## config.mk

```make
export PLATFORM = sky130hd
export DESIGN_NAME = csd_fifo
export DESIGN_NICKNAME = d
export VERILOG_FILES = /design/src/sv/csd_pkg.sv /design/src/sv/csd_fifo.sv
export SDC_FILE = /design/constraint.sdc
export NUM_CORES = 1
export LEC_CHECK = 0
export ABC_AREA = 0
export BUFFER_PORTS_ARGS = -buffer_cell sky130_fd_sc_hd__buf_2
export CAP_MARGIN = 20
export CORE_ASPECT_RATIO = 1.5
export CORE_MARGIN = 4
export CORE_UTILIZATION = 50
export CTS_BUF_LIST = sky130_fd_sc_hd__clkbuf_4 sky130_fd_sc_hd__clkbuf_8
export DETAILED_ROUTE_END_ITERATION = 8
export PLACE_DENSITY = 0.71
export SKIP_CTS_REPAIR_TIMING = 1
export SLEW_MARGIN = 10
export SYNTH_ARGS = -nofsm -noshare
export SYNTH_HDL_FRONTEND = slang
export SYNTH_SLANG_ARGS = --single-unit
```

## constraint.sdc

```tcl
create_clock -name clk_i -period 5.4 [get_ports clk_i]
set_input_delay 0.54 -clock clk_i [delete_from_list [all_inputs] [get_ports clk_i]]
set_output_delay 0.54 -clock clk_i [all_outputs]
set_load 0.02 [all_outputs]
```

## src/sv/csd_pkg.sv

```systemverilog
// ----------------------------------------------------------------------------
// CAN signal stream decoder package
// Shared constants, command codes and record types of the decoder.
// ----------------------------------------------------------------------------
`default_nettype none

package csd_pkg;

  localparam int unsigned NUM_STREAMS = 8;
  localparam int unsigned SLOT_IW     = (NUM_STREAMS > 1) ? $clog2(NUM_STREAMS) : 1;

  localparam int unsigned FIFO_DEPTH  = 4;
  localparam int unsigned FIFO_AW     = $clog2(FIFO_DEPTH);

  localparam logic [1:0] CMD_WRITE = 2'd0;
  localparam logic [1:0] CMD_FRAME = 2'd1;
  localparam logic [1:0] CMD_TICK  = 2'd2;

  localparam logic [1:0] ORDER_LSB0     = 2'd1;
  localparam logic [1:0] ORDER_MOTOROLA = 2'd2;

  localparam logic [5:0]  MAX_LEN = 6'd32;
  localparam logic [63:0] VAL_MAX = 64'h7FFF_FFFF_FFFF_FFFF;
  localparam logic [63:0] VAL_MIN = 64'h8000_0000_0000_0000;

  // One input word as it is held by the front end.
  typedef struct packed {
    logic [1:0]  cmd;
    logic [2:0]  slot;
    logic        slot_enable;
    logic [10:0] frame_id;
    logic [63:0] payload;
    logic [5:0]  field_start;
    logic [5:0]  bit_length;
    logic [1:0]  bit_order;
    logic        signed_field;
    logic [31:0] scale;
    logic [47:0] offset;
    logic [32:0] invalid_limit;
  } item_t;

  // One signal slot definition. Start is linear MSB0 or LSB0, length clamped.
  typedef struct packed {
    logic [10:0] match_id;
    logic [5:0]  start;
    logic [5:0]  length;
    logic        lsb_first;
    logic        signed_field;
    logic [31:0] scale;
    logic [47:0] offset;
    logic [32:0] limit;
  } slot_cfg_t;

  // A matched frame waiting for the back end.
  typedef struct packed {
    logic [63:0]            payload;
    logic [NUM_STREAMS-1:0] mask;
    logic [31:0]            timestamp;
  } frame_t;

  typedef struct packed {
    logic full;
    logic empty;
  } fifo_status_t;

endpackage

`default_nettype wire

```

## src/sv/csd_fifo.sv

```systemverilog
// ----------------------------------------------------------------------------
// CAN signal stream decoder frame queue
// Short queue of matched frames between the front and the back end.
// ----------------------------------------------------------------------------
`default_nettype none

module csd_fifo
  import csd_pkg::*;
(
  input  wire logic   clk_i,
  input  wire logic   rst_ni,
  input  wire logic   push_i,
  input  wire frame_t push_data_i,
  input  wire logic   pop_i,
  output frame_t      head_o,
  output fifo_status_t status_o
);

  frame_t             mem_q [FIFO_DEPTH];
  logic [FIFO_AW-1:0] wr_ptr_q, rd_ptr_q;
  logic [FIFO_AW:0]   count_q;

  logic do_push;
  logic do_pop;

  assign status_o.full  = (count_q == (FIFO_AW+1)'(FIFO_DEPTH));
  assign status_o.empty = (count_q == '0);

  assign do_push = push_i && !status_o.full;
  assign do_pop  = pop_i && !status_o.empty;

  always_ff @(posedge clk_i or negedge rst_ni) begin
    if (!rst_ni) begin
      wr_ptr_q <= '0;
      rd_ptr_q <= '0;
      count_q  <= '0;
    end else begin
      if (do_push) begin
        wr_ptr_q <= wr_ptr_q + 1'b1;
      end
      if (do_pop) begin
        rd_ptr_q <= rd_ptr_q + 1'b1;
      end
      unique case ({do_push, do_pop})
        2'b10:   count_q <= count_q + 1'b1;
        2'b01:   count_q <= count_q - 1'b1;
        default: count_q <= count_q;
      endcase
    end
  end

  always_ff @(posedge clk_i) begin
    if (do_push) begin
      mem_q[wr_ptr_q] <= push_data_i;
    end
  end

  assign head_o = mem_q[rd_ptr_q];

endmodule

`default_nettype wire

```

# Word level (Yosys, flattened, before mapping)
# Memories as Yosys holds them, arrays and structs flattened.
# Index checks and enable logic that the tools add are counted.
dict set report classes {
  addsub 4
  mul 0
  div_mod_pow 0
  magnitude_cmp 0
  eq_ne 3
  shift 0
  mux 3
  bitwise_logic 0
  reduce_logical 6
}
# cell n
set op_table {}
lappend op_table {{3-bit one-hot mux with 2 select lines} 1}
lappend op_table {{2-bit by 1-bit adder with 2-bit output (second input constant)} 2}
lappend op_table {{3-bit by 1-bit adder with 3-bit output (second input constant)} 1}
lappend op_table {{3-bit equality test (second input constant)} 1}
lappend op_table {{3-bit logical NOT} 1}
lappend op_table {{3-bit by 1-bit subtractor with 3-bit output (second input constant)} 1}
lappend op_table {{2-bit by 1-bit equality test with 1-bit output (second input constant)} 1}
lappend op_table {{2-bit equality test (second input constant)} 1}
lappend op_table {{1-bit logical AND} 2}
lappend op_table {{1-bit logical NOT} 2}
lappend op_table {{1-bit 2-to-1 mux} 2}
lappend op_table {{2-bit nonzero test} 1}
dict set report word_totals {
  register_bits 7
  latch_bits 0
  mem_bits_rw 416
  rom_bits 0
  in_bits 108
  output_inout_bits 106
  elab_cells 20
  memories 1
}
# memory depth width read_ports rd_clocked_by_memory_dff wr line
set mem_list {}
lappend mem_list {mem_q 4 104 1 0 1 csd_fifo.sv:19} ;# frame_t mem_q [FIFO_DEPTH];

# Logic depth before layout (Yosys ltp)
dict set report logic_depth {
  depth_word 5
  mapped_depth 9
  mapped_depth_nobuf 9
}

# Worst setup path before layout
# OpenSTA, ideal clock, no wires.
dict set report synth_path {
  kind {register -> register}
  from {reg count_q[2]}
  to {mem mem_q[0][0] (netlist name) (enable)}
  setup_time_ns 0.475
  arrival_time_ns 3.391
  required_ns 4.925
  path_slack_ns 1.535
  path_stages_with_launch 4
  n_path_buf 0
  period_less_slack_ns 3.865
  path_cell_list {dfrtp_1 -> nor3b_1 -> nor2b_1 -> and2_1}
}
# element line
set synth_lines {}
lappend synth_lines {{start, declared} csd_fifo.sv:21} ;# logic [FIFO_AW:0] count_q;
lappend synth_lines {{start signal, assigned} csd_fifo.sv:45} ;# 2'b10: count_q <= count_q + 1'b1;
lappend synth_lines {{start signal, assigned} csd_fifo.sv:46} ;# 2'b01: count_q <= count_q - 1'b1;
lappend synth_lines {{start signal, assigned} csd_fifo.sv:47} ;# default: count_q <= count_q;
lappend synth_lines {{end, declared} csd_fifo.sv:19}

==> summary.json <==
{
  "critPathBufInv": 2,
  "buffer_ports.inserted": 213,
  "fin_tns_setup_ns": 0,
  "initial_core_utilization_pct": 50.8,
  "synth.largest_area_cell": "sky130_fd_sc_hd__edfxtp_1",
  "grt_overflow": 0,
  "final-setup-viol-count": 0,
  "critPathTopFamily": "flip-flops",
  "crit_path_end_kind": "primary output",
  "top_achievable_clock_speed_mhz": 306,
  "p_leak_nw": 6.21,
  "placeableCoreArea_um2": 30400,
  "placed_cells": 1182,
  "grt_max_degree": 65,
  "postSynthRegisterBits": 423,
  "grt_pass1_vias": 7514,
  "design.portCount": 214,
  "routabilityCongestion": 0.728,
  "ys_warn_count": 0,
  "netlist_instances": 581,
  "grt_pass1_wl_um": 43500,
  "instances_no_fill": 1286,
  "data_arrival_at_the_endpoint_of_the_critical_path_ns": 2.72,
  "htree_levels": 2,
  "mappedNetlistNets": 695,
  "post_route_cells_drive_above_1_share_pct": 48.8,
  "fin_skew_ns": 0.0332,
  "grt_setup_unrepaired": "false",
  "totalWireLength_um": 28600,
  "dr.pass1.iters": 4,
  "layout_min_cycle_time_ns": 3.26,
  "path_class": "reg2out",
  "num_vias": 6813,
  "areaGrowthSynthToFinish_pct": 17.4,
  "vdd_ir_drop_max_mv": 0.398,
  "dpl.hpwl_um": 17400,
  "post_synth.cell_area_avg_um2": 26.5,
  "worst_pin_slew_ns": 1.02,
  "critical_path.cell_chain": "buf_4, mux4_2, buf_2",
  "cts_tree": "built",
  "status": "finished, final reports clean",
  "period_share_pct": 60.5,
  "synthMuxAreaShare_pct": 15.3,
  "syn-cell-area_um2": 15400,
  "numCtsBuffers": 57,
  "max-slew-margin-rel_pct": 32.1,
  "worst_setup_hold_path_clk_slew_ns": 0.07,
  "ant_nets": 0,
  "die_h_um": 223,
  "yosysSeqAreaShare_pct": 82.2,
  "timing.critical_path.slowest_cell_delay_ns": 1.00,
  "synthDistinctLibCells": 22,
  "post_detailed_route_via_to_cell_ratio": 5.30,
  "synth_xor_area_share_pct": 0.341,
  "post_synth_and_or_nand_nor_area_fraction_pct": 0.333,
  "timing.critical_path.required_ns": 4.86,
  "cts.root.buffer_cell": "sky130_fd_sc_hd__clkbuf_8",
  "critPathMaxFanout": 55,
  "route.detailed.drc": 0,
  "clk_latency_ns": 0.60,
  "fp-row-count": 78,
  "start_kind": "register",
  "antenna_found_initial": 1,
  "drt-initial-drc-count": 387,
  "pd_cells_nw_per_um2": 561,
  "final_hold_viol_count": 0,
  "critical_path.slowest_cell": "sky130_fd_sc_hd__dfrtp_4",
  "synth.top_cell.area_share_pct": 81.1,
  "largest_family_of_logic_cells_by_synthesized_area": "multiplexers",
  "synth_compound_gate_area_share_pct": 0.0568,
  "timing.max_cap.violations": 0,
  "synth_fa_ha_area_share_pct": 0.536,
  "synthTopCellsByArea": "sky130_fd_sc_hd__edfxtp_1 (81%), sky130_fd_sc_hd__mux4_2 (15%), sky130_fd_sc_hd__dfrtp_1 (1.1%)",
  "maxSlewViolCount": 0,
  "nFillCells": 2154,
  "die_area_um2": 33800,
  "postLayoutCoreUtil_pct": 59.6,
  "finalNetCount": 956,
  "avgRoutedWirePerCell_um": 22.2,
  "hp-class": "in2reg",
  "die_w_um": 151,
  "globalRouteTotalUtil_pct": 17.2,
  "tritoncts_num_sinks": 423,
  "cts_buffer_depth": 3
}
==> path summary, 6_finish.rpt <==
| check | cells after the start | start | to | slack, ns |
|---|---|---|---|---|
| worst max-delay path | 3 | rd_ptr_q[1] | head_o[40] | 2.14 |
| worst min-delay path | 1 | push_data_i[75] | mem_q[3][75] | 0.15 |
| worst max register to register | 4 | count_q[2] | mem_q[0][69] | 2.58 |
| worst min register to register | 1 | count_q[2] | count_q[2] | 0.54 |
| max in group asynchronous | 2 | rst_ni | rd_ptr_q[0] | 4.91 |
| min in group asynchronous | 2 | rst_ni | rd_ptr_q[1] | 0.31 |
==> layout make-up <==
cell class | instances | area, um2 | share of cell area [%]
antenna | 1 | 2.50 | 0.0138
sequential | 423 | 12700 | 70.1
timing repair buffer | 226 | 1180 | 6.52
clock inverter | 13 | 85.1 | 0.470
inverter | 6 | 22.5 | 0.125
tap | 400 | 500 | 2.77
clock buffer | 89 | 1060 | 5.84
multi-input combinational | 128 | 2570 | 14.2
==> power by group <==
group          internal, mW  switching [mW]  leakage, nW  total, mW
clock                  1.28            1.07        0.613       2.35
combinational          1.29            1.92         1.71       3.22
sequential             4.35           0.239         3.89       4.58
==> flip-flops by register name, indices dropped and copies added (netlist names) <==
signal and cells:
count_q 3, mem_q 416, rd_ptr_q 2, wr_ptr_q 2
==> cells in the final DEF, fill, tap and decap left out <==
| cell | instances |
|---|---|
| sky130_fd_sc_hd__and2_4 | 4 |
| sky130_fd_sc_hd__buf_12 | 1 |
| sky130_fd_sc_hd__buf_2 | 213 |
| sky130_fd_sc_hd__buf_4 | 11 |
| sky130_fd_sc_hd__bufinv_16 | 1 |
| sky130_fd_sc_hd__clkbuf_4 | 27 |
| sky130_fd_sc_hd__clkbuf_8 | 62 |
| sky130_fd_sc_hd__clkinv_1 | 6 |
| sky130_fd_sc_hd__clkinv_2 | 5 |
| sky130_fd_sc_hd__clkinvlp_4 | 1 |
| sky130_fd_sc_hd__dfrtp_1 | 5 |
| sky130_fd_sc_hd__dfrtp_4 | 2 |
| sky130_fd_sc_hd__diode_2 | 1 |
| sky130_fd_sc_hd__dlygate4sd3_1 | 1 |
| sky130_fd_sc_hd__edfxtp_1 | 416 |
| sky130_fd_sc_hd__fa_1 | 1 |
| sky130_fd_sc_hd__ha_1 | 5 |
| sky130_fd_sc_hd__inv_1 | 6 |
| sky130_fd_sc_hd__mux2_2 | 1 |
| sky130_fd_sc_hd__mux2i_1 | 1 |
| sky130_fd_sc_hd__mux4_2 | 104 |
| sky130_fd_sc_hd__nand2_1 | 1 |
| sky130_fd_sc_hd__nor2_1 | 1 |
| sky130_fd_sc_hd__nor2b_1 | 1 |
| sky130_fd_sc_hd__nor3_1 | 1 |
| sky130_fd_sc_hd__nor3b_1 | 1 |
| sky130_fd_sc_hd__o31a_1 | 1 |
| sky130_fd_sc_hd__xnor2_1 | 3 |
| sky130_fd_sc_hd__xor2_1 | 3 |
==> stage by stage <==
step           total power, mW  hold WS, ns  instance area (um2)  setup slack [ns]
2_1_floorplan             6.93        0.244                15400              1.53
3_3_place_gp              7.92        0.381                16900              2.55
3_5_place_dp              7.98        0.383                16900              2.48
4_1_cts                   10.3       -0.272                18100              2.02
5_1_grt                   10.7        0.112                18100              1.96
6_report                  10.2        0.150                18100              2.14
==> cell families (layout without fill, tap and decap cells) <==
family                     count (synthesis)  after routing
and+or+nand+nor                            9              9
AOI/OAI and AO/OA                          1              1
buffers and inverters                     30            334
muxes                                    106            106
xor gates and xnor gates                   6              6
DFF                                      423            423
adders and majority gates                  6              6
other                                      0              1
==> synth_stat cells, drive strengths merged <==
cell type	n
buf	20
inv	6
and2	4
mux2i	1
fa	1
nor2b	1
dfrtp	7
mux4	104
nor3	1
o31a	1
ha	5
xnor2	3
xor2	3
nor3b	1
edfxtp	416
nor2	1
mux2	1
clkbuf	4
nand2	1
==> routing by layer <==
metal  vias to the layer above  routed length [um]  track usage (%)
li1                       3030                   -                -
met1                      3544               10300             20.6
met2                       194               15900             30.6
met3                        45                1720             4.45
met4                         0                 587             5.09
met5                         -                   0                0
No activity file was read; power rests on OpenSTA's default activity.
