===== src/sv/csd_pkg.sv =====
// ----------------------------------------------------------------------------
// CAN signal stream decoder package
// Shared constants, command codes and record types of the decoder.
// ----------------------------------------------------------------------------
`default_nettype none

package csd_pkg;

  localparam int unsigned NUM_STREAMS = 8;
  localparam int unsigned SLOT_IW     = (NUM_STREAMS > 1) ? $clog2(NUM_STREAMS) : 1;

  localparam int unsigned FIFO_DEPTH  = 4;
  localparam int unsigned FIFO_AW     = $clog2(FIFO_DEPTH);

  localparam logic [1:0] CMD_WRITE = 2'd0;
  localparam logic [1:0] CMD_FRAME = 2'd1;
  localparam logic [1:0] CMD_TICK  = 2'd2;

  localparam logic [1:0] ORDER_LSB0     = 2'd1;
  localparam logic [1:0] ORDER_MOTOROLA = 2'd2;

  localparam logic [5:0]  MAX_LEN = 6'd32;
  localparam logic [63:0] VAL_MAX = 64'h7FFF_FFFF_FFFF_FFFF;
  localparam logic [63:0] VAL_MIN = 64'h8000_0000_0000_0000;

  // One input word as it is held by the front end.
  typedef struct packed {
    logic [1:0]  cmd;
    logic [2:0]  slot;
    logic        slot_enable;
    logic [10:0] frame_id;
    logic [63:0] payload;
    logic [5:0]  field_start;
    logic [5:0]  bit_length;
    logic [1:0]  bit_order;
    logic        signed_field;
    logic [31:0] scale;
    logic [47:0] offset;
    logic [32:0] invalid_limit;
  } item_t;

  // One signal slot definition. Start is linear MSB0 or LSB0, length clamped.
  typedef struct packed {
    logic [10:0] match_id;
    logic [5:0]  start;
    logic [5:0]  length;
    logic        lsb_first;
    logic        signed_field;
    logic [31:0] scale;
    logic [47:0] offset;
    logic [32:0] limit;
  } slot_cfg_t;

  // A matched frame waiting for the back end.
  typedef struct packed {
    logic [63:0]            payload;
    logic [NUM_STREAMS-1:0] mask;
    logic [31:0]            timestamp;
  } frame_t;

  typedef struct packed {
    logic full;
    logic empty;
  } fifo_status_t;

endpackage

`default_nettype wire


===== src/sv/csd_front.sv =====
// ----------------------------------------------------------------------------
// CAN signal stream decoder front end
// Holds one word, applies slot writes and ticks, and queues matched frames.
// ----------------------------------------------------------------------------
`default_nettype none

module csd_front
  import csd_pkg::*;
(
  input  wire logic                   clk_i,
  input  wire logic                   rst_ni,
  input  wire logic                   start_i,
  output logic                        busy_o,
  input  wire item_t                  item_i,
  input  wire logic                   back_idle_i,
  input  wire fifo_status_t           fifo_st_i,
  output logic                        push_o,
  output frame_t                      push_data_o,
  input  wire logic [SLOT_IW-1:0]     rd_idx_i,
  output slot_cfg_t                   rd_cfg_o
);

  logic                   item_valid_q, item_valid_d;
  item_t                  item_q;
  logic [NUM_STREAMS-1:0] slot_valid_q, slot_valid_d;
  slot_cfg_t              slot_tab_q [NUM_STREAMS];
  logic [31:0]            tick_q, tick_d;

  logic                   accept;
  logic                   done;
  logic                   do_write;
  logic                   do_tick;
  logic [NUM_STREAMS-1:0] match;
  logic [SLOT_IW-1:0]     wr_idx;
  logic                   wr_in_range;
  slot_cfg_t              wr_cfg;

  assign accept = start_i && !item_valid_q;
  assign busy_o = item_valid_q;

  always_comb begin
    for (int k = 0; k < NUM_STREAMS; k++) begin
      match[k] = slot_valid_q[k] && (slot_tab_q[k].match_id == item_q.frame_id);
    end
  end

  always_comb begin
    done     = 1'b0;
    do_write = 1'b0;
    do_tick  = 1'b0;
    push_o   = 1'b0;
    if (item_valid_q) begin
      unique case (item_q.cmd)
        CMD_WRITE: begin
          // A slot may only change once no earlier frame can still read it.
          if (back_idle_i && fifo_st_i.empty) begin
            do_write = 1'b1;
            done     = 1'b1;
          end
        end
        CMD_FRAME: begin
          if (match == '0) begin
            done = 1'b1;
          end else if (!fifo_st_i.full) begin
            push_o = 1'b1;
            done   = 1'b1;
          end
        end
        CMD_TICK: begin
          do_tick = 1'b1;
          done    = 1'b1;
        end
        default: begin
          done = 1'b1;
        end
      endcase
    end
  end

  assign push_data_o.payload   = item_q.payload;
  assign push_data_o.mask      = match;
  assign push_data_o.timestamp = tick_q;

  assign wr_idx      = SLOT_IW'(item_q.slot);
  assign wr_in_range = 32'(item_q.slot) < NUM_STREAMS;

  always_comb begin
    wr_cfg.match_id  = item_q.frame_id;
    // Motorola numbering flips the bit within its byte.
    if (item_q.bit_order == ORDER_MOTOROLA) begin
      wr_cfg.start = {item_q.field_start[5:3], 3'd7 - item_q.field_start[2:0]};
    end else begin
      wr_cfg.start = item_q.field_start;
    end
    wr_cfg.length    = (item_q.bit_length > MAX_LEN) ? MAX_LEN : item_q.bit_length;
    wr_cfg.lsb_first = (item_q.bit_order == ORDER_LSB0);
    wr_cfg.signed_field = item_q.signed_field;
    wr_cfg.scale     = item_q.scale;
    wr_cfg.offset    = item_q.offset;
    wr_cfg.limit     = item_q.invalid_limit;
  end

  always_comb begin
    item_valid_d = item_valid_q;
    if (done) begin
      item_valid_d = 1'b0;
    end
    if (accept) begin
      item_valid_d = 1'b1;
    end
    slot_valid_d = slot_valid_q;
    if (do_write && wr_in_range) begin
      slot_valid_d[wr_idx] = item_q.slot_enable;
    end
    tick_d = do_tick ? tick_q + 32'd1 : tick_q;
  end

  always_ff @(posedge clk_i or negedge rst_ni) begin
    if (!rst_ni) begin
      item_valid_q <= 1'b0;
      slot_valid_q <= '0;
      tick_q       <= '0;
    end else begin
      item_valid_q <= item_valid_d;
      slot_valid_q <= slot_valid_d;
      tick_q       <= tick_d;
    end
  end

  always_ff @(posedge clk_i) begin
    if (accept) begin
      item_q <= item_i;
    end
    if (do_write && wr_in_range) begin
      slot_tab_q[wr_idx] <= wr_cfg;
    end
  end

  assign rd_cfg_o = slot_tab_q[rd_idx_i];

endmodule

`default_nettype wire


===== config.mk =====
export PLATFORM = sky130hd
export DESIGN_NAME = csd_front
export DESIGN_NICKNAME = d
export VERILOG_FILES = /design/src/sv/csd_pkg.sv /design/src/sv/csd_front.sv
export SDC_FILE = /design/constraint.sdc
export NUM_CORES = 1
export LEC_CHECK = 0
export BUFFER_PORTS_ARGS = -buffer_cell sky130_fd_sc_hd__buf_2
export CAP_MARGIN = 10
export CORE_UTILIZATION = 40
export CTS_CLUSTER_DIAMETER = 200
export DETAILED_ROUTE_END_ITERATION = 6
export GPL_ROUTABILITY_DRIVEN = 0
export PLACE_DENSITY_LB_ADDON = 0.15
export SYNTH_ARGS = -nofsm -noshare
export SYNTH_HDL_FRONTEND = slang
export SYNTH_SLANG_ARGS = --single-unit

===== constraint.sdc =====
create_clock -name clk_i -period 23.9 [get_ports clk_i]
set_clock_uncertainty 0.2 [all_clocks]
set_input_delay 1.195 -clock clk_i [delete_from_list [all_inputs] [get_ports clk_i]]
set_output_delay 1.195 -clock clk_i [all_outputs]
set_load 0.005 [all_outputs]

After elaboration in Yosys (flattened, before gate mapping):

Memories as Yosys holds them, arrays and structs flattened.
Index checks and enable logic that the tools add are counted.

* memories kept: 1
* bits in writable memories: 1104
* word-level logic and storage cells: 69
* output and inout port bits: 244
* flip-flop bits (word level): 250
* input port bits: 218

* magnitude comparators: 3
* add/sub/neg operators: 2
* muxes and demuxes: 21
* equal/unequal tests: 12
* reduce and logical (&&, ||, !) cells: 15

Memories
* slot_tab_q: depth 8, bits a word 138, rd ports 9, clocked after Yosys merged registers in 0, write ports 1, RTL line csd_front.sv:26 `slot_cfg_t slot_tab_q [NUM_STREAMS];`

Operator list (number)
* equality test 11 bit: 8
* adder 32 x 1 -> 32 bit (second input constant): 1
* 2-to-1 mux 1 bit: 16
* logical AND 1 bit: 11
* bitwise mux 8 bit: 1
* zero test 8 bit: 1
* > comparator 6 bit (second input constant): 1
* 2-to-1 mux 6 bit: 1
* equality test 2 x 1 -> 1 bit (second input constant): 2
* equality test 2 bit (second input constant): 2
* less-than comparator 3 x 4 -> 1 bit (second input constant): 1
* demux 1 bit (select 3 bit): 1
* >= comparator 3 x 1 -> 1 bit (second input constant): 1
* 2-to-1 mux 3 bit: 1
* subtractor 3 bit (first input constant): 1
* zero test 2 bit: 1
* one-hot mux 1 bit (2 select lines): 1
* nonzero test 2 bit: 1
* zero test 1 bit: 1

Longest topological paths before layout:

An unclocked memory read counts as a cell.

* depth in word-level cells: 9
* mapped depth: 8
* mapped depth without buffers: 7

Least setup slack after synthesis:

Ideal clock, no wire load.

* kind: in2reg
* start point: input port back_idle_i
* end point: register slot_valid_q[0]
* library setup time: 0.113 ns
* buffers on the path: 0
* setup slack: 11.332 ns
* required time: 23.587 ns
* stages: 5
* data arrival time: 12.255 ns
* cell sequence: nand2_1 nor3_1 nand2b_1 nor3_1 mux2_2

* cells in the longest elaborated chain, start to end: 4

Ends and longest elaborated chain
* start: declaration: RTL line csd_front.sv:15 `input wire logic back_idle_i,`
* logical AND 1 bit: RTL line csd_front.sv:56 `if (back_idle_i && fifo_st_i.empty) begin`
* 2-to-1 mux 1 bit: RTL line csd_front.sv:56
* 2-to-1 mux 1 bit: RTL line csd_front.sv:53 `unique case (item_q.cmd)`
* 2-to-1 mux 1 bit: RTL line csd_front.sv:52 `if (item_valid_q) begin`
* end signal: assignment: RTL line csd_front.sv:125 `slot_valid_q <= slot_valid_d;`
* end: declaration: RTL line csd_front.sv:25 `logic [NUM_STREAMS-1:0] slot_valid_q, slot_valid_d;`

No other way between the ends.
A chain may end at the register's enable or synchronous reset.

==> results.json <==
{
  "slew_headroom": 0.325,
  "synth_cells": 2174,
  "dpl.hpwl_mm": 63.4,
  "hold_ws_ps": 266,
  "maxCapViolCount": 0,
  "required_ps": 22510,
  "die_y_um": 359,
  "first_pass_iters": 5,
  "fmax_mhz": 148,
  "avgSynthCellArea_um2": 23.5,
  "die_x_um": 359,
  "hold_path_class": "reg2reg",
  "io_pins": 462,
  "slew_violations": 0,
  "wl_per_cell_um": 25.6,
  "antenna_found_initial": 17,
  "clkSinkCount": 1354,
  "grt_pass1_wl_mm": 167,
  "ctsResizeCount": 0,
  "num_rows": 130,
  "grt_pass1_vias": 24700,
  "drtIter0Drc": 1404,
  "yosys_warnings": 0,
  "grt_max_degree": 101,
  "path_clk_slew_ps": 60,
  "dieArea_um2": 129000,
  "totalWireLength_mm": 113,
  "synthArstFlopShare": 0.0303,
  "ys_types": 37,
  "rsz0062_at_grt": "false",
  "drc": 0,
  "fin_crit_ps": 6770,
  "post_cts_buffers": 0,
  "post-route-period-util": 0.283,
  "critPathCaptureType": "output pin",
  "synth_top_area_share": 0.772,
  "syn-cell-area_um2": 51100,
  "cts_buffers": 145,
  "drt-vias-per-instance": 5.18,
  "syn_to_final_growth_pct": 16.0,
  "synth_common_cells": "1313 x edfxtp_1, 276 x mux4_2, 146 x mux2_2",
  "drive_gt1_frac": 0.405,
  "cts_root_buf": "clkbuf_16",
  "worstSetupStartpointType": "input port",
  "htreeDepth": 4,
  "yosys-top-cells-area": "edfxtp_1 77%, mux4_2 12%, mux2_2 3.2%, dfrtp_1 2.0%, xnor2_1 1.9%",
  "cts_hold_buf": 0,
  "arrival_ps": 5370,
  "synth_seq_cells": 1354,
  "synth_top_area_cell": "edfxtp_1",
  "finalSetupTns_ps": 0,
  "core_area_um2": 126000,
  "io_buffers": 461,
  "syn_nets": 2393,
  "synth_edf_count": 1313,
  "ys_seq_area_frac": 0.792,
  "hold_viol": 0,
  "cts_max_path_buffers": 3,
  "worst_pin_slew_ps": 1010,
  "ys.flop_type": "edfxtp_1",
  "crit_path_max_fanout": 58,
  "powerDensity_nw_per_um2": 83.8,
  "outcome": "finished clean",
  "overflow": 0,
  "clkLatencyLatePin_ps": 770,
  "critPathKind": "in2out",
  "peakVddDrop_v": 0.0000698,
  "start_util": 0.405,
  "ant_nets": 0,
  "num-nets-final": 2884,
  "cts_tree": "built",
  "post-synth-top-count-cell": "edfxtp_1",
  "grt_use_total": 0.178,
  "setup_viol": 0,
  "leakage_nw": 19.6,
  "route.vias.total": 22900
}
==> metrics by stage <==
step	setup WS [ps]	area [um^2]	power, mW	instances	utilization
after floorplan	11330	51100	2.86	2174	-
after global placement	16930	54900	2.94	4168	0.435
after detailed placement	16910	54900	2.95	4168	0.435
after CTS	16920	59300	5.04	4426	0.469
after global routing	16650	59300	5.15	4428	0.469
final	17130	59300	4.97	4429	0.470
==> per-layer routing <==
layer / vias to the layer above / global-route usage / routed length, um
li1: 9949 / - / -
met1: 12200 / 0.232 / 48100
met2: 633 / 0.295 / 56800
met3: 162 / 0.0419 / 6090
met4: 8 / 0.0540 / 2370
met5: - / 0 / 49
==> path summary, 6_finish.rpt <==
check                            start                to  slack, ps  depth (start not counted)
max reg2reg                item_q[208]  slot_tab_q[7][2]      19600                          6
min reg2reg                 tick_q[31]        tick_q[31]        270                          1
min                         tick_q[31]        tick_q[31]        270                          1
max                        rd_idx_i[0]      rd_cfg_o[60]      17130                          7
max in group asynchronous       rst_ni   slot_valid_q[1]      22460                          1
min in group asynchronous       rst_ni   slot_valid_q[2]        420                          1
==> layout make-up <==
cell class	instances	area (um^2)
fill	10400	67000
sequential	1354	40500
tap	1650	2060
clock inverter	73	504
multi-input combinational	663	9720
antenna	3	7.51
timing repair buffer	498	2620
clock buffer	185	3870
inverter	3	11.3
==> critical path, cell delays in order <==
cell and delay, ps:
buf_8 490, buf_4 830, buf_4 770, buf_4 850
mux4_2 600, mux2_2 300, buf_2 140
==> report_power, final <==
part | internal, mW | leakage [nW] | switching (mW)
Sequential | 2.65 | 12.5 | 0.0382
Clock | 1.19 | 2.14 | 0.885
Combinational | 0.101 | 4.98 | 0.107
==> sequential cells by signal, summed over array words and instances (netlist names) <==
| signal | cells |
|---|---|
| busy_o | 1 |
| item_q | 142 |
| slot_tab_q | 1104 |
| push_data_o | 64 |
| slot_valid_q | 8 |
| wr_idx | 3 |
| tick_q | 32 |
==> cell usage in the layout (no fill, tap or decap), types with 5 or more instances in the layout <==
| cell type | n |
|---|---|
| clkinv_1 | 40 |
| buf_4 | 36 |
| xnor2_1 | 112 |
| nor2_1 | 6 |
| inv_6 | 5 |
| mux2_2 | 146 |
| nand2_1 | 17 |
| nor2b_1 | 6 |
| edfxtp_1 | 1313 |
| clkinv_2 | 18 |
| dfrtp_1 | 41 |
| buf_2 | 458 |
| nand3_1 | 12 |
| xor2_1 | 9 |
| nor3_1 | 9 |
| and3_1 | 8 |
| mux4_2 | 276 |
| nor2_4 | 6 |
| clkbuf_16 | 149 |
| nand4_1 | 27 |
| nand2b_1 | 5 |
| clkbuf_1 | 35 |
==> kinds of logic after synthesis <==
logic type,after synthesis,synth area share
flops,1354,0.792
mux,422,0.154
buf+inv,157,0.0189
xor+xnor,122,0.0211
simple gates,114,0.0134
compound gates,4,0.000588
fa+ha+maj,1,0.000245
Note: power is estimated with default switching activity, not from simulation.
