[config.mk]
export PLATFORM = sky130hd
export DESIGN_NAME = csd_back
export DESIGN_NICKNAME = d
export VERILOG_FILES = /design/src/sv/csd_pkg.sv /design/src/sv/csd_back.sv
export SDC_FILE = /design/constraint.sdc
export NUM_CORES = 2
export LEC_CHECK = 0
export ABC_CLOCK_PERIOD_IN_PS = 18340
export BUFFER_PORTS_ARGS = -buffer_cell sky130_fd_sc_hd__buf_2
export CAP_MARGIN = 20
export CORE_MARGIN = 4
export CORE_UTILIZATION = 65
export CTS_BUF_LIST = sky130_fd_sc_hd__clkbuf_8
export CTS_CLUSTER_DIAMETER = 200
export DETAILED_ROUTE_END_ITERATION = 12
export PLACE_DENSITY = 0.86
export SYNTH_ARGS = -nofsm -noshare
export SYNTH_HDL_FRONTEND = slang
export SYNTH_SLANG_ARGS = --single-unit
export TNS_END_PERCENT = 5
[constraint.sdc]
create_clock -name clk_i -period 18.34 [get_ports clk_i]
set_clock_uncertainty 0.1 [all_clocks]
set_input_delay 0.917 -clock clk_i [delete_from_list [all_inputs] [get_ports clk_i]]
set_output_delay 0.917 -clock clk_i [all_outputs]
set_load 0.01 [all_outputs]
[src/sv/csd_pkg.sv]
// ----------------------------------------------------------------------------
// CAN signal stream decoder package
// Shared constants, command codes and record types of the decoder.
// ----------------------------------------------------------------------------
`default_nettype none

package csd_pkg;

  localparam int unsigned NUM_STREAMS = 8;
  localparam int unsigned SLOT_IW     = (NUM_STREAMS > 1) ? $clog2(NUM_STREAMS) : 1;

  localparam int unsigned FIFO_DEPTH  = 4;
  localparam int unsigned FIFO_AW     = $clog2(FIFO_DEPTH);

  localparam logic [1:0] CMD_WRITE = 2'd0;
  localparam logic [1:0] CMD_FRAME = 2'd1;
  localparam logic [1:0] CMD_TICK  = 2'd2;

  localparam logic [1:0] ORDER_LSB0     = 2'd1;
  localparam logic [1:0] ORDER_MOTOROLA = 2'd2;

  localparam logic [5:0]  MAX_LEN = 6'd32;
  localparam logic [63:0] VAL_MAX = 64'h7FFF_FFFF_FFFF_FFFF;
  localparam logic [63:0] VAL_MIN = 64'h8000_0000_0000_0000;

  // One input word as it is held by the front end.
  typedef struct packed {
    logic [1:0]  cmd;
    logic [2:0]  slot;
    logic        slot_enable;
    logic [10:0] frame_id;
    logic [63:0] payload;
    logic [5:0]  field_start;
    logic [5:0]  bit_length;
    logic [1:0]  bit_order;
    logic        signed_field;
    logic [31:0] scale;
    logic [47:0] offset;
    logic [32:0] invalid_limit;
  } item_t;

  // One signal slot definition. Start is linear MSB0 or LSB0, length clamped.
  typedef struct packed {
    logic [10:0] match_id;
    logic [5:0]  start;
    logic [5:0]  length;
    logic        lsb_first;
    logic        signed_field;
    logic [31:0] scale;
    logic [47:0] offset;
    logic [32:0] limit;
  } slot_cfg_t;

  // A matched frame waiting for the back end.
  typedef struct packed {
    logic [63:0]            payload;
    logic [NUM_STREAMS-1:0] mask;
    logic [31:0]            timestamp;
  } frame_t;

  typedef struct packed {
    logic full;
    logic empty;
  } fifo_status_t;

endpackage

`default_nettype wire

[src/sv/csd_back.sv]
// ----------------------------------------------------------------------------
// CAN signal stream decoder back end
// Walks the matched slots of a frame, extracts, scales and emits results.
// ----------------------------------------------------------------------------
`default_nettype none

module csd_back
  import csd_pkg::*;
(
  input  wire logic               clk_i,
  input  wire logic               rst_ni,
  input  wire fifo_status_t       fifo_st_i,
  input  wire frame_t             head_i,
  output logic                    pop_o,
  output logic [SLOT_IW-1:0]      rd_idx_o,
  input  wire slot_cfg_t          rd_cfg_i,
  output logic                    idle_o,
  output logic                    strobe_o,
  output logic [SLOT_IW-1:0]      slot_idx_o,
  output logic [63:0]             value_o,
  output logic [31:0]             timestamp_o,
  output logic                    last_o
);

  // Current frame being walked.
  logic                   cur_valid_q, cur_valid_d;
  logic [NUM_STREAMS-1:0] cur_mask_q, cur_mask_d;
  logic [63:0]            cur_payload_q;
  logic [31:0]            cur_ts_q;

  // Slot pick.
  logic [SLOT_IW-1:0]     pick;
  logic [NUM_STREAMS-1:0] remain;
  logic                   issue;
  logic                   eof;

  // Field extraction.
  logic [63:0]        swapped;
  logic [95:0]        msb_sh;
  logic [95:0]        lsb_sh;
  logic [31:0]        len_mask;
  logic [31:0]        raw;
  logic [4:0]         sign_pos;
  logic signed [32:0] sraw;
  logic               keep;

  // Stage one: raw value registered.
  logic               s1_valid_q;
  logic               s1_keep_q, s1_eof_q;
  logic [SLOT_IW-1:0] s1_idx_q;
  logic signed [32:0] s1_sraw_q;
  logic signed [31:0] s1_scale_q;
  logic [47:0]        s1_off_q;
  logic [31:0]        s1_ts_q;

  // Stage two: product registered.
  logic signed [64:0] prod_full;
  logic               s2_valid_q;
  logic               s2_keep_q, s2_eof_q;
  logic [SLOT_IW-1:0] s2_idx_q;
  logic [63:0]        s2_prod_q;
  logic [47:0]        s2_off_q;
  logic [31:0]        s2_ts_q;

  // Offset add and saturation, then a one-deep hold so that last is known.
  logic [64:0]        sum;
  logic [63:0]        sat;
  logic               pend_valid_q, pend_valid_d;
  logic               pend_final_q, pend_final_d;
  logic [SLOT_IW-1:0] pend_idx_q;
  logic [63:0]        pend_val_q;
  logic [31:0]        pend_ts_q;
  logic               pend_load;
  logic               emit;
  logic               emit_last;

  logic               strobe_q;
  logic               last_q;
  logic [SLOT_IW-1:0] out_idx_q;
  logic [63:0]        out_val_q;
  logic [31:0]        out_ts_q;

  // Lowest pending slot first, matching slot order.
  always_comb begin
    pick = '0;
    for (int k = NUM_STREAMS - 1; k >= 0; k--) begin
      if (cur_mask_q[k]) begin
        pick = SLOT_IW'(k);
      end
    end
  end

  always_comb begin
    remain       = cur_mask_q;
    remain[pick] = 1'b0;
  end

  assign issue = cur_valid_q;
  assign eof   = (remain == '0);
  assign pop_o = !cur_valid_q && !fifo_st_i.empty;

  always_comb begin
    cur_valid_d = cur_valid_q;
    cur_mask_d  = cur_mask_q;
    if (pop_o) begin
      cur_valid_d = 1'b1;
      cur_mask_d  = head_i.mask;
    end else if (issue) begin
      cur_mask_d = remain;
      if (eof) begin
        cur_valid_d = 1'b0;
      end
    end
  end

  assign rd_idx_o = pick;

  always_comb begin
    for (int i = 0; i < 8; i++) begin
      swapped[8*i +: 8] = cur_payload_q[56 - 8*i +: 8];
    end
  end

  always_comb begin
    len_mask = ~(32'hFFFF_FFFF << rd_cfg_i.length);
    // MSB0: bit p sits at payload bit 63-p; zeros past the end of the payload.
    msb_sh   = {cur_payload_q, 32'h0} << rd_cfg_i.start;
    // LSB0: bit p sits at bit p of the byte-swapped payload.
    lsb_sh   = {32'h0, swapped} >> rd_cfg_i.start;
    if (rd_cfg_i.lsb_first) begin
      raw = lsb_sh[31:0] & len_mask;
    end else begin
      raw = msb_sh[95:64] >> (MAX_LEN - rd_cfg_i.length);
    end
    sign_pos = 5'(rd_cfg_i.length - 6'd1);
    if (rd_cfg_i.signed_field && (rd_cfg_i.length != '0) && raw[sign_pos]) begin
      sraw = $signed({1'b1, raw | ~len_mask});
    end else begin
      sraw = $signed({1'b0, raw});
    end
    keep = ({1'b0, raw} < rd_cfg_i.limit);
  end

  assign prod_full = s1_sraw_q * s1_scale_q;

  always_comb begin
    sum = {s2_prod_q[63], s2_prod_q} + {{17{s2_off_q[47]}}, s2_off_q};
    if (sum[64] != sum[63]) begin
      sat = sum[64] ? VAL_MIN : VAL_MAX;
    end else begin
      sat = sum[63:0];
    end
  end

  // A held result goes out when the next kept result of its frame shows up,
  // or marked last when the frame's final slot has passed.
  always_comb begin
    pend_valid_d = pend_valid_q;
    pend_final_d = pend_final_q;
    pend_load    = 1'b0;
    emit         = 1'b0;
    emit_last    = 1'b0;
    priority if (pend_valid_q && pend_final_q) begin
      emit         = 1'b1;
      emit_last    = 1'b1;
      pend_valid_d = 1'b0;
      pend_final_d = 1'b0;
    end else if (s2_valid_q && s2_keep_q) begin
      emit         = pend_valid_q;
      pend_load    = 1'b1;
      pend_valid_d = 1'b1;
      pend_final_d = s2_eof_q;
    end else if (s2_valid_q && s2_eof_q) begin
      emit         = pend_valid_q;
      emit_last    = 1'b1;
      pend_valid_d = 1'b0;
    end
  end

  always_ff @(posedge clk_i or negedge rst_ni) begin
    if (!rst_ni) begin
      cur_valid_q  <= 1'b0;
      cur_mask_q   <= '0;
      s1_valid_q   <= 1'b0;
      s2_valid_q   <= 1'b0;
      pend_valid_q <= 1'b0;
      pend_final_q <= 1'b0;
      strobe_q     <= 1'b0;
      last_q       <= 1'b0;
    end else begin
      cur_valid_q  <= cur_valid_d;
      cur_mask_q   <= cur_mask_d;
      s1_valid_q   <= issue;
      s2_valid_q   <= s1_valid_q;
      pend_valid_q <= pend_valid_d;
      pend_final_q <= pend_final_d;
      strobe_q     <= emit;
      last_q       <= emit && emit_last;
    end
  end

  always_ff @(posedge clk_i) begin
    if (pop_o) begin
      cur_payload_q <= head_i.payload;
      cur_ts_q      <= head_i.timestamp;
    end
    if (issue) begin
      s1_keep_q  <= keep;
      s1_eof_q   <= eof;
      s1_idx_q   <= pick;
      s1_sraw_q  <= sraw;
      s1_scale_q <= $signed(rd_cfg_i.scale);
      s1_off_q   <= rd_cfg_i.offset;
      s1_ts_q    <= cur_ts_q;
    end
    if (s1_valid_q) begin
      s2_keep_q <= s1_keep_q;
      s2_eof_q  <= s1_eof_q;
      s2_idx_q  <= s1_idx_q;
      s2_prod_q <= prod_full[63:0];
      s2_off_q  <= s1_off_q;
      s2_ts_q   <= s1_ts_q;
    end
    if (pend_load) begin
      pend_idx_q <= s2_idx_q;
      pend_val_q <= sat;
      pend_ts_q  <= s2_ts_q;
    end
    if (emit) begin
      out_idx_q <= pend_idx_q;
      out_val_q <= pend_val_q;
      out_ts_q  <= pend_ts_q;
    end
  end

  assign idle_o      = !cur_valid_q && !s1_valid_q && !s2_valid_q;
  assign strobe_o    = strobe_q;
  assign last_o      = last_q;
  assign slot_idx_o  = out_idx_q;
  assign value_o     = out_val_q;
  assign timestamp_o = out_ts_q;

endmodule

`default_nettype wire

* After elaboration in Yosys (flattened, before gate mapping)
Cells that the tools add are included.
W data, S select, Z words.
** Storage, ports and cells
- Flip-flop bits (word level) :: 608
- Input bits :: 246
- Word-level logic and storage cells :: 101
** Cells by class
- Add/sub/neg operators :: 3
- Multiply operators :: 1
- Magnitude comparators :: 4
- Eq/ne operators :: 1
- Shift operators :: 4
- Mux-type cells :: 34
- Bitwise logic cells :: 6
- Reductions and logical operators :: 19
** Operators with widths (number)
- $mux W64 :: 2
- $shl A96 B6 Y96 :: 1
- $add A64 B48 Y65 :: 1
- $mul A33 B32 Y64 :: 1
- $not A32 Y32 :: 2
- $shr A64 B6 Y32 :: 1
- $lt A32 B33 Y1 :: 1
- $mux W33 :: 1
- $and A32 B32 Y32 :: 1
- $mux W32 :: 1
- $or A32 B32 Y32 :: 1
- $shl A32 B6 Y32 const A :: 1
- $shr A32 B6 Y32 :: 1
- $mux W3 :: 8
- $mux W1 :: 18
- $mux W8 :: 2
- $logic_and A1 B1 Y1 :: 10
- $and A8 B8 Y8 :: 1
- $logic_not A8 Y1 :: 1
- $not A8 Y8 :: 1
- $lt A5 B6 Y1 const B :: 1
- $reduce_bool A6 Y1 :: 1
- $sub A6 B6 Y6 const A :: 1
- $bmux W1 S5 :: 1
- 8 further kinds :: 12

* Longest topological paths before layout
- Depth in word-level cells :: 18
- Mapped depth :: 32

* Worst setup path after synthesis
No wires, ideal clock.
- Path type :: reg2reg
- Start point :: register cur_valid_q
- End point :: register cur_payload_q[0] (enable)
- Arrival :: 8278 ps
- Path slack :: 8836 ps
- Cell stages (with the launch flop) :: 2
- Path buffers :: 0
- Period minus slack after synthesis :: 9504 ps
- Cell sequence :: dfrtp_1 nor2_1
** On the way
- Longest elaborated chain between the ends :: 2
** RTL lines
- start: declaration :: RTL line csd_back.sv:26 : logic cur_valid_q, cur_valid_d;
- start signal: assignment :: RTL line csd_back.sv:191 : cur_valid_q <= cur_valid_d;
- $logic_not A1 Y1 :: RTL line csd_back.sv:100 : assign pop_o = !cur_valid_q && !fifo_st_i.empty;
- $logic_and A1 B1 Y1 :: RTL line csd_back.sv:100
- net pop_o :: RTL line csd_back.sv:14 : output logic pop_o,
- end signal: assignment :: RTL line csd_back.sv:204 : cur_payload_q <= head_i.payload;
- end: declaration :: RTL line csd_back.sv:28 : logic [63:0] cur_payload_q;
The timed path passes the listed nets, and every way through them passes these cells.
A chain may end at the register's enable or synchronous reset.

* Worst setup path after layout
- Start point :: register s1_scale_q[6]
- End point :: register s2_prod_q[62], data pin
** On the way
- Longest elaborated chain between the ends :: 1
** RTL lines
- start: declaration :: RTL line csd_back.sv:52 : logic signed [31:0] s1_scale_q;
- start signal: assignment :: RTL line csd_back.sv:212 : s1_scale_q <= $signed(rd_cfg_i.scale);
- $mul A33 B32 Y64 :: RTL line csd_back.sv:144 : assign prod_full = s1_sraw_q * s1_scale_q;
- net prod_full[62] :: RTL line csd_back.sv:57 : logic signed [64:0] prod_full;
- end signal: assignment :: RTL line csd_back.sv:220 : s2_prod_q <= prod_full[63:0];
- end: declaration :: RTL line csd_back.sv:61 : logic [63:0] s2_prod_q;
The timed path passes the listed nets, and every way through them passes these cells.

==> summary.md <==
| Metric | Value |
|---|---|
| Place WS | between 8000 and 9000 ps |
| Vias in the first global route | a little under 60000 |
| Most frequent cell after synthesis | fa_1 |
| Residual DRC | 0 |
| Post-synthesis sequential area ratio | 0.251 |
| Nets | ~8700 |
| Non-filler instance count after layout | 8658 |
| Final instance area | slightly below 0.08 mm^2 |
| Site Rows | 122 |
| Clock Path Buffers | 3 |
| FF-to-FF path depth | 27 |
| Synthesized cell area | approximately 0.073 mm^2 |
| Ys Warns | 0 |
| Reg-to-reg endpoint | s2_prod_q[62] |
| CP required | around 19000 ps |
| Most instantiated cells after synthesis | fa_1 (1104), inv_1 (1040), nand2_1 (775), edfxtp_1 (593), and2_1 (531) |
| CTS buffer count | 96 |
| Mapped Cells | about 7000 |
| Total GRT Usage | 0.396 |
| Final setup margin | ~8500 ps |
| Slew Limit Fails | 0 |
| CP dominant cell by count | fa_1 |
| H-tree levels | 3 |
| Critical Path AT | about 10000 ps |
| Tcrit/Tclk final | 0.539 |
| I/O Buffers | around 340 |
| Worst r2r src | s1_scale_q[6] |
| Max-cap viol count | 0 |
| Grt ovf | 0 |
| Final ANT Viol Nets | 0 |
| R2R setup slack | about 8500 ps |
| F_max | ~100 MHz |
| Worst Hold End | s1_off_q[45] |
| Final Hold Viols | 0 |
| Post-CTS Setup Bufs | 0 |
| Fraction of registers with async set/reset | 0.0247 |
| Root Driver | clkbuf_8 |
| DIE WIDTH | between 300 and 400 um |
| Most used flip-flop cell after synthesis | edfxtp_1 |
| Top cell type's share of synthesized area | 0.305 |
| Largest net degree at the start of global routing | 136 |
| Initial DRC count | between 6000 and 7000 |
| Final setup violation count | 0 |
| Die area | 0.117 mm^2 |
| CP delay by family, top | adder cells |
| Layout cells sized above 1 | 0.117 |
| Area growth, synth to finish | 6.53% |
| Hold Path Stages | 1 |
| Min-delay src | rd_cfg_i[78] |
| Cells after DPL | 8476 |
| Slew Limit Headroom | 0.207 |
| Initial Util | 0.655 |
| RSZ-0062 raised after global routing | false |
| Final Critical Period | just under 10000 ps |
| Startpoint types | flop |
| Via-per-instance ratio | ~6.5 |
| Top cells by area, synth | fa_1 (30%), edfxtp_1 (25%), inv_1 (5.4%) |
| DR pass1 iterations | 10 |
| Max incr delay on CP | slightly below 800 ps |
| Slowest cell on the critical path | a211oi_1 |
| Crit path capture type | flop |
| WL per Instance | between 20 and 30 um |
| Worst-path fanout max | 33 |
| Distinct cells, synth | 96 |
| Clock Latency Late Sink | between 700 and 800 ps |
| Slew @ Worst Pin | 1190 ps |
| Post-synth EDFFs | between 500 and 600 |
| RePlAce Congestion | about 1.1 |
| Core area | 0.111 mm^2 |
| CTS Sinks | 608 |
| DP Area | 0.0754 mm^2 |
| Crit path buf inv count | 5 |
| Syn Area/Cell | ~10 um^2 |
| Yosys reg bits | roughly 600 |
| Die Y-Extent | approximately 340 um |
| Critical path class | reg -> reg |
| Setup tns final | 0 ps |
| Outcome | completed |
| Clock transition at the registers of the reported paths | 60 ps |
| Worst hold path class | in -> reg |
| CTS tree | built |
| WL final | 229000 um |
| Syn_nets | between 8000 and 9000 |
| Fill cell count | around 7800 |
| Ports | 352 |
| Synth area leader | fa_1 |
| Global-route wire length before repair | 350000 um |
| Initial antenna violation count | 9 |
| Hpwl dp | roughly 170000 um |
| Vias | around 56000 |
## placed cells by master (no fill, tap or decap), types with 54 or more instances in the layout
cell	n
nand3_1	94
clkbuf_8	97
buf_4	124
ha_1	283
xnor2_1	100
mux4_2	112
edfxtp_1	593
a21oi_1	208
fa_1	1104
inv_1	1061
and2_1	531
nor2_1	255
nand2_1	775
a21o_1	101
mux2i_1	155
mux2_2	88
nand2b_1	54
buf_2	335
o21ai_0	188
## worst max path at each step
| stage | startpoint | endpoint | depth (start not counted) |
|---|---|---|---|
| after floorplan | cur_valid_q | cur_payload_q[0] | 1 |
| after global placement | rd_cfg_i[122] | s1_keep_q | 26 |
| after detailed placement | s1_scale_q[2] | s2_prod_q[60] | 22 |
| after CTS | s1_scale_q[2] | s2_prod_q[60] | 22 |
| after global routing | s1_scale_q[31] | s2_prod_q[60] | 26 |
| final | s1_scale_q[6] | s2_prod_q[62] | 27 |
## per-stage QoR
step | hold WS, ps | utilization
after floorplan | 300 | -
after global placement | 300 | 0.680
after detailed placement | 305 | 0.680
after CTS | 151 | 0.697
after global routing | 169 | 0.697
final | 203 | 0.697
## metal layers
metal,wire length [um],GRT usage
met3,27900,0.106
met1,83800,0.524
met2,104000,0.620
met5,28,0
met4,12700,0.180
## flip-flops by register name (all words and copies together) (netlist names), 32 cells and up
signal         count
pend_ts_q         32
timestamp_o       32
cur_payload_q     64
s1_off_q          48
s1_sraw_q         33
pend_val_q        64
s1_scale_q        32
cur_ts_q          32
s2_prod_q         64
s2_off_q          48
s2_ts_q           32
value_o           64
s1_ts_q           32
## timing repair
action,CTS,global route
hold buffers,1,0
resized for setup,0,0
endpoints found under the hold margin,15,0
endpoints found under the setup margin,0,0
## worst reg2reg max path: stages (launching register included)
cell and delay, ps:
edfxtp_1 340, buf_4 470, and2_1 250, fa_1 440
fa_1 490, fa_1 510, inv_1 60, fa_1 470
inv_1 60, fa_1 510, inv_1 60, fa_1 530
inv_1 50, fa_1 490, fa_1 430, ha_1 360
a21o_1 180, a21oi_1 180, o22ai_1 110, a211oi_1 780
o211ai_1 330, a31oi_1 670, o211ai_1 370, nor4_1 370
o41a_1 280, o21ai_0 190, a311oi_1 370, xnor2_1 180
## cells by family after synthesis
family / count (synthesis) / share of synthesized area
buffers and inverters: 1468 / 0.0786
AND/OR/NAND/NOR: 1939 / 0.130
XOR/XNOR: 140 / 0.0169
adder cells (fa/ha/maj): 1400 / 0.355
multiplexers: 357 / 0.0702
flip-flops: 608 / 0.251
AO/OA/AOI/OAI: 1037 / 0.0985
## area by class of cell
cell class / count / area [um^2] / area share
inverter: 1045 / 3920 / 0.0507
sequential: 608 / 18200 / 0.235
clock buffer: 96 / 1320 / 0.0171
antenna: 10 / 25.0 / 0.000324
multi-input combinational: 4873 / 48700 / 0.630
clock inverter: 73 / 512 / 0.00662
timing repair buffer: 465 / 2730 / 0.0354
tap: 1488 / 1860 / 0.0241
Power is not shown: default switching activity piles up to over one toggle a cycle in this logic, so the estimate is an artifact.
